`config.mk`:
```
export PLATFORM = sky130hd
export DESIGN_NAME = ltq_front
export DESIGN_NICKNAME = d
export VERILOG_FILES = /design/src/hdl/ltq_pkg.sv /design/src/hdl/ltq_front.sv
export SDC_FILE = /design/constraint.sdc
export NUM_CORES = 1
export LEC_CHECK = 0
export BUFFER_PORTS_ARGS = -buffer_cell sky130_fd_sc_hd__buf_2
export CAP_MARGIN = 10
export CORE_ASPECT_RATIO = 1.5
export CORE_UTILIZATION = 60
export DETAILED_ROUTE_END_ITERATION = 7
export PLACE_DENSITY = 0.92
export SLEW_MARGIN = 20
export SYNTH_ARGS = -nofsm -noshare
export SYNTH_HDL_FRONTEND = slang
export SYNTH_SLANG_ARGS = --single-unit
```
`constraint.sdc`:
```
create_clock -name clk -period 37.3 [get_ports clk]
set_input_delay 5.595 -clock clk [delete_from_list [all_inputs] [get_ports clk]]
set_output_delay 5.595 -clock clk [all_outputs]
set_load 0.02 [all_outputs]
```
`src/hdl/ltq_pkg.sv`:
```
`default_nettype none
package ltq_pkg;

  localparam int unsigned QDEPTH = 2;

  // one accepted segment after the front has taken its differences
  typedef struct packed {
    logic signed [32:0] dx;
    logic signed [32:0] dy;
    logic signed [32:0] dz;
    logic signed [31:0] sx;
    logic signed [31:0] sy;
    logic signed [31:0] sz;
    logic signed [31:0] ex;
    logic signed [31:0] ey;
    logic signed [31:0] ez;
    logic [30:0] w;
    logic zero;
  } ltq_item_t;

  typedef struct packed {
    logic busy;
    logic done;
  } ltq_status_t;

  localparam logic [1:0] REG_CAM_X = 2'd0;
  localparam logic [1:0] REG_CAM_Y = 2'd1;
  localparam logic [1:0] REG_CAM_Z = 2'd2;

endpackage
`default_nettype wire

```
`src/hdl/ltq_front.sv`:
```
`default_nettype none
module ltq_front (
  input  wire logic clk,
  input  wire logic rst,
  input  wire logic in_valid,
  output logic in_ready,
  input  wire logic signed [31:0] sx, sy, sz, ex, ey, ez,
  input  wire logic [30:0] w,
  output logic q_valid,
  input  wire logic q_ready,
  output ltq_pkg::ltq_item_t q_item
);
  ltq_pkg::ltq_item_t mem [ltq_pkg::QDEPTH];
  logic wp, rp;
  logic [1:0] cnt;
  ltq_pkg::ltq_item_t it;

  always_comb begin
    it.dx = 33'(ex) - 33'(sx);
    it.dy = 33'(ey) - 33'(sy);
    it.dz = 33'(ez) - 33'(sz);
    it.sx = sx; it.sy = sy; it.sz = sz;
    it.ex = ex; it.ey = ey; it.ez = ez;
    it.w = w;
    it.zero = (sx == ex) && (sy == ey) && (sz == ez);
  end

  assign in_ready = cnt != 2'd2;
  assign q_valid = cnt != 2'd0;
  assign q_item = mem[rp];

  always_ff @(posedge clk) begin
    if (in_valid && in_ready) mem[wp] <= it;
    if (rst) begin
      wp <= 1'b0; rp <= 1'b0; cnt <= 2'd0;
    end else begin
      if (in_valid && in_ready) wp <= ~wp;
      if (q_valid && q_ready) rp <= ~rp;
      cnt <= cnt + 2'(in_valid && in_ready) - 2'(q_valid && q_ready);
    end
  end
endmodule
`default_nettype wire

```
==> summary.md, run 1 <==
| Metric | Value |
|---|---|
| Status | finished, final reports clean |
| Vias post-DR | 18200 |
| Final Slew Violations | 0 |
| Clock Root Buffer | clkbuf_16 |
| Yosys top cell by area | edfxtp_1 |
| PwrDens | 66.7 nW/um^2 |
| RSZ-0062 raised after global routing | no |
| Leak pwr | 13.3 nW |
| Setup TNS | 0 ns |
| Starting Density | 0.611 |
| Crit share post-route | 0.238 |
| # IOs | 552 |
| Worst VDD drop | 0.0000534 V |
| Core box area | 47000 sq um |
| Switching Share | 0.321 |
| Die area | 48800 sq um |
| Cell with the most instances after synthesis | edfxtp_1 |
| Die width | 181 um |
| Vias in the first global route | 19000 |
| Flop pwr share | 0.435 |
| WP data required | 31.70 ns |
| Internal power | 0.00154 W |
| Switching power | 0.000728 W |
| # port buffers | 551 |
| Clock group share of total power | 0.262 |
| Area contributors post-synth | edfxtp_1, mux2_2, ha_1 |
| Post-CTS Resized | 0 |
| Placed cell areas | 32100 sq um |
| Post-CTS setup buffer count | 0 |
| Post-synthesis sequential area ratio | 0.679 |
| Share of cells above drive strength 1 | 0.404 |
| Mapped Cells | 1829 |
| Global-route wire length before repair | 108000 um |
| Crit Path Class | flop to output pin |
| MaxCap Viol Count | 0 |
| HP Class | flop to flop |
| Syn. warnings | 0 |
| Design Power | 0.00226 W |
| Post-layout util | 0.723 |
| Row cnt | 97 |
| Grt ovf | 0 |
| Final min period | 8.87 ns |
| Skew final | 0.0179 ns |
| CTS tree | built |
| Area delta synth->final | 18.2% |
| Hold Vio Cnt, Final | 0 |
| Clock Latency Late Sink | 0.59 ns |
| Seq cells post-synth | 651 |
| Syn avg cell area | 15.7 sq um |
| Clock Sink Count | 651 |
| First DRT Iteration DRCs | 1409 |
| Initial antenna violation count | 8 |
| CTS Buf Count | 57 |
| Final setup violation count | 0 |
| Total wire length | 71900 um |
| Longest Clk Path Bufs | 3 |
| Routability cong. | 1.02 |
| Clock-pin transition on the worst setup and hold timing paths | 0.06 ns |
| Worst-path fanout max | 84 |
| Syn_nets | 2157 |
| Top-area cell type share of the netlist area | 0.675 |
| Top FF cell, synth | edfxtp_1 |
| Type of origin of the critical path | flop |
| Final Net Count | 2719 |
| Crit-path slowest cell | dfxtp_4 |
| CTS HTree Levels | 2 |
| Die Y-Extent | 270 um |
| Critical path, cell by cell | buf_4, mux2_2, buf_2 |
| Final instance area | 34000 sq um |
| DR WL/cell | 23.7 um |
| CP peak stage delay | 1.01 ns |
| Top achievable clock speed | 0.113 GHz |
| Setup crit end kind | output pin |
| Worst Tran Pin Value | 1.20 ns |
| Async set-reset flop share out of synthesis | 0 |
| CP Data Arrival Time | 3.28 ns |
| Netlist Area Pre-Place | 28700 sq um |
| Largest net degree at the start of global routing | 173 |
| Drt first pass iters | 5 |
| Vias/cell | 5.99 |
| HPWL Detailed | 50600 um |
| Overall Global Routing Usage | 0.291 |
| Residual DRC count | 0 |
| Synth top cells by count | edfxtp_1, mux2_2, inv_1 |
| Hold Buf Count CTS | 0 |
| Number of synthesized flops with an enable pin | 646 |
| Reg2reg path depth | 6 |
| Part of the power in combinational logic | 0.303 |
| ANT nets after route | 0 |
| Cell variety after synth | 70 |
| Worst slew margin | 0.197 |
| WHS Path Cells | 2 |
==> cells in the final DEF (no fill, tap or decap), types with 11 or more instances in the layout <==
cell	n
edfxtp_1	646
nand4_1	22
nor3_1	14
nor2_1	55
o21ai_0	30
a21oi_1	82
buf_2	551
a21o_1	45
ha_1	98
mux2_2	324
nor2b_1	15
xnor2_1	54
o21bai_1	17
clkbuf_1	11
nand2_1	55
clkbuf_16	59
nand3_1	16
clkinv_1	14
xor2_1	28
inv_1	133
==> metrics by stage <==
| stage | hold WS, ns | std cells | setup slack [ns] |
|---|---|---|---|
| floorplan | 0.481 | 1829 | 17.22 |
| global placement | 0.499 | 2926 | 28.31 |
| detailed placement | 0.516 | 2926 | 28.21 |
| CTS | 0.526 | 3031 | 28.37 |
| global route | 0.560 | 3036 | 28.29 |
| finish | 0.521 | 3037 | 28.43 |
==> registers in the layout, indices dropped and copies added (netlist names), named ones only <==
name / flops
mem: 646
cnt: 2
rp: 1
wp: 1
==> critical path, delay by kind of cell (launching register included) <==
family	cells	cell delay [ns]
flops	1	1.01
mux	1	0.47
buf+inv	2	1.15
==> cell type report <==
cell class,count,area [sq um]
sequential,651,19500
fill,2793,13000
multi-input combinational,988,8480
timing repair buffer,560,2860
clock buffer,70,1520
tap,594,743
inverter,133,499
clock inverter,35,345
antenna,6,15.0
==> cell families after synthesis <==
| family | Yosys count | share of synthesized area |
|---|---|---|
| fa+ha+maj | 101 | 0.0448 |
| mux | 326 | 0.128 |
| flops | 651 | 0.679 |
| xor+xnor | 82 | 0.0250 |
| compound gates | 253 | 0.0582 |
| buf+inv | 190 | 0.0264 |
| simple gates | 226 | 0.0389 |
==> metal layers <==
layer / wire (um) / part of all wire / up-vias / global-route usage
met3: 5630 / 0.078 / 242 / 0.0663
met2: 38100 / 0.53 / 921 / 0.533
met1: 23800 / 0.33 / 8952 / 0.303
li1: - / - / 8082 / -
met5: 26 / 0.00036 / - / 0
met4: 4300 / 0.060 / 4 / 0.164
==> power groups by stage <==
stage / logic [W] / registers [W] / clock network, W
2_1_floorplan: 0.000459 / 0.00103 / 0
3_3_place_gp: 0.000663 / 0.000991 / 0
3_5_place_dp: 0.000677 / 0.00100 / 0
4_1_cts: 0.000684 / 0.000987 / 0.000598
5_1_grt: 0.000717 / 0.000994 / 0.000626
6_report: 0.000685 / 0.000986 / 0.000593
==> final timing paths <==
check	from	to	slack (ns)
min reg2reg	rp$_SDFFE_PP0P_	rp$_SDFFE_PP0P_	0.52
max reg2reg	cnt[0]$_SDFF_PP0_	mem[0][251]$_DFFE_PP_	33.19
max	flop	q_item[296]	28.43
min	rp$_SDFFE_PP0P_	rp$_SDFFE_PP0P_	0.52
(Power assumes the default switching activity.)
==> run 2, diff against run 1 <==
--- a/config.mk
+++ b/config.mk
@@ -8,9 +8,9 @@
 export BUFFER_PORTS_ARGS = -buffer_cell sky130_fd_sc_hd__buf_2
 export CAP_MARGIN = 10
 export CORE_ASPECT_RATIO = 1.5
-export CORE_UTILIZATION = 60
+export CORE_UTILIZATION = 56
 export DETAILED_ROUTE_END_ITERATION = 7
-export PLACE_DENSITY = 0.92
+export PLACE_DENSITY = 0.87
 export SLEW_MARGIN = 20
 export SYNTH_ARGS = -nofsm -noshare
 export SYNTH_HDL_FRONTEND = slang
==> constraint.sdc (replaced) <==
create_clock -name clk -period 8.2 [get_ports clk]
set_input_delay 1.23 -clock clk [delete_from_list [all_inputs] [get_ports clk]]
set_output_delay 1.23 -clock clk [all_outputs]
set_load 0.02 [all_outputs]
==> run 2 against run 1 <==
Compared with the run above:
- critical path depth unchanged
- routed wire length decreased by 4.4%
- clock-buffer cell count decreased by 3
- setup slack got worse by 24 ns
- largest cell class unchanged
- highest routed layer unchanged
==> summary.md, run 2 (synthesis gave the netlist of run 1 again) <==
| Metric | Value |
|---|---|
| Status | finished, final reports clean |
| CTS HTree Levels | 2 |
| Biggest regs | mem (646), cnt (2) |
| MaxCap Viol Count | 0 |
| Setup crit end kind | output pin |
| Placed cell areas | 32200 sq um |
| Clock Latency Late Sink | 0.59 ns |
| RSZ-0062 raised after global routing | no |
| Area delta synth->final | 18.4% |
| PwrDens | 300 nW/um^2 |
| Part of the power in combinational logic | 0.304 |
| Clock Root Buffer | clkbuf_16 |
| Final Net Count | 2720 |
| Internal power | 0.00694 W |
| Flop pwr share | 0.438 |
| Hold Vio Cnt, Final | 0 |
| HPWL Detailed | 49300 um |
| CTS Buf Count | 56 |
| CP Data Arrival Time | 2.98 ns |
| First DRT Iteration DRCs | 1247 |
| HP Class | flop to flop |
| Crit share post-route | 0.513 |
| Vias in the first global route | 18400 |
| Total wire length | 68800 um |
| Residual DRC count | 0 |
| Biggest register | mem |
| Post-CTS setup buffer count | 0 |
| Crit Path Class | flop to output pin |
| Routability cong. | 0.941 |
| Die width | 187 um |
| Share of cells above drive strength 1 | 0.404 |
| Max reg flops | 646 |
| Clock-pin transition on the worst setup and hold timing paths | 0.06 ns |
| Initial antenna violation count | 7 |
| Hold Buf Count CTS | 0 |
| Starting Density | 0.567 |
| Grt met3 use | 0.0573 |
| Type of origin of the critical path | flop |
| Switching Share | 0.319 |
| Skew final | 0.0148 ns |
| Gr busiest metal | met2 |
| Die Y-Extent | 279 um |
| Worst VDD drop | 0.000251 V |
| Global-route wire length before repair | 103000 um |
| Worst-path fanout max | 162 |
| Die area | 52200 sq um |
| Worst slew margin | 0.163 |
| Final instance area | 34000 sq um |
| Leak pwr | 13.3 nW |
| Top achievable clock speed | 0.238 GHz |
| Most frequent cells in the layout | edfxtp_1, buf_2, mux2_2 |
| ANT nets after route | 0 |
| Worst Tran Pin Value | 1.25 ns |
| Final min period | 4.21 ns |
| # IOs | 552 |
| Grt ovf | 0 |
| Setup TNS | 0 ns |
| Drt first pass iters | 5 |
| Commonest non-fill, non-tap cell in the layout | edfxtp_1 |
| CTS tree | built |
| Vias/cell | 5.69 |
| Row cnt | 101 |
| DR WL/cell | 22.1 um |
| Post-CTS Resized | 0 |
| Final Slew Violations | 0 |
| WP data required | 6.97 ns |
| Largest net degree at the start of global routing | 167 |
| Clock group share of total power | 0.258 |
| Final setup violation count | 0 |
| Longest Clk Path Bufs | 3 |
| # port buffers | 551 |
| Grt met1 use | 0.268 |
| Vias post-DR | 17700 |
| Switching power | 0.00326 W |
| Core box area | 50700 sq um |
| GR Util met2 | 0.477 |
| Overall Global Routing Usage | 0.258 |
| Clock Sink Count | 651 |
run 2: cell types whose count changed in the layout (fill, tap and decap cells not counted), sizes merged:
cell / delta
clkbuf: -3
diode: -1
buf: +2
clkinv: -4
run 2: worst max-delay path, cell delays in order, from the launching register on:
cell	delay, ns
dfxtp_4	0.85
buf_12	0.59
mux2_2	0.44
buf_2	0.17
run 2: path summary, 6_finish.rpt:
check / from / to / slack (ns) / cells after the start
worst max-delay path: flop / q_item[148] / 3.99 / 3
worst min-delay path: rp$_SDFFE_PP0P_ / rp$_SDFFE_PP0P_ / 0.52 / 2
worst max register to register: cnt[0]$_SDFF_PP0_ / mem[0][72]$_DFFE_PP_ / 5.40 / 5
worst min register to register: rp$_SDFFE_PP0P_ / rp$_SDFFE_PP0P_ / 0.52 / 2
run 2: cell type report:
class	count	area [sq um]
Timing Repair Buffer	562	2880
Clock buffer	67	1460
Antenna cell	5	12.5
Clock inverter	31	333
Multi-Input combinational cell	988	8480
Inverter	133	499
Fill cell	3357	16700
Sequential cell	651	19500
Tap cell	669	837
run 2: metrics by stage:
step,hold WS (ns),total power [W],utilization,worst slack (ns),std cells
floorplan,0.481,0.00662,-,1.61,1829
global placement,0.497,0.00753,0.635,3.71,3003
detailed placement,0.509,0.00761,0.635,3.63,3003
CTS,0.527,0.0102,0.671,3.97,3101
global route,0.561,0.0105,0.671,3.88,3106
finish,0.521,0.0102,0.671,3.99,3106
run 2: power by group through the flow:
stage | logic [W] | registers [W] | clock network (W)
finish | 0.00310 | 0.00446 | 0.00263
detailed placement | 0.00308 | 0.00453 | 0
CTS | 0.00311 | 0.00447 | 0.00267
global route | 0.00326 | 0.00450 | 0.00278
global placement | 0.00303 | 0.00449 | 0
floorplan | 0.00209 | 0.00453 | 0
run 2: per-layer routing:
metal  vias to the layer above  wire length, um
met5                         -               17
met4                         4             3950
met3                       172             4470
met2                       739            36800
met1                      8689            23600
li1                       8067                -
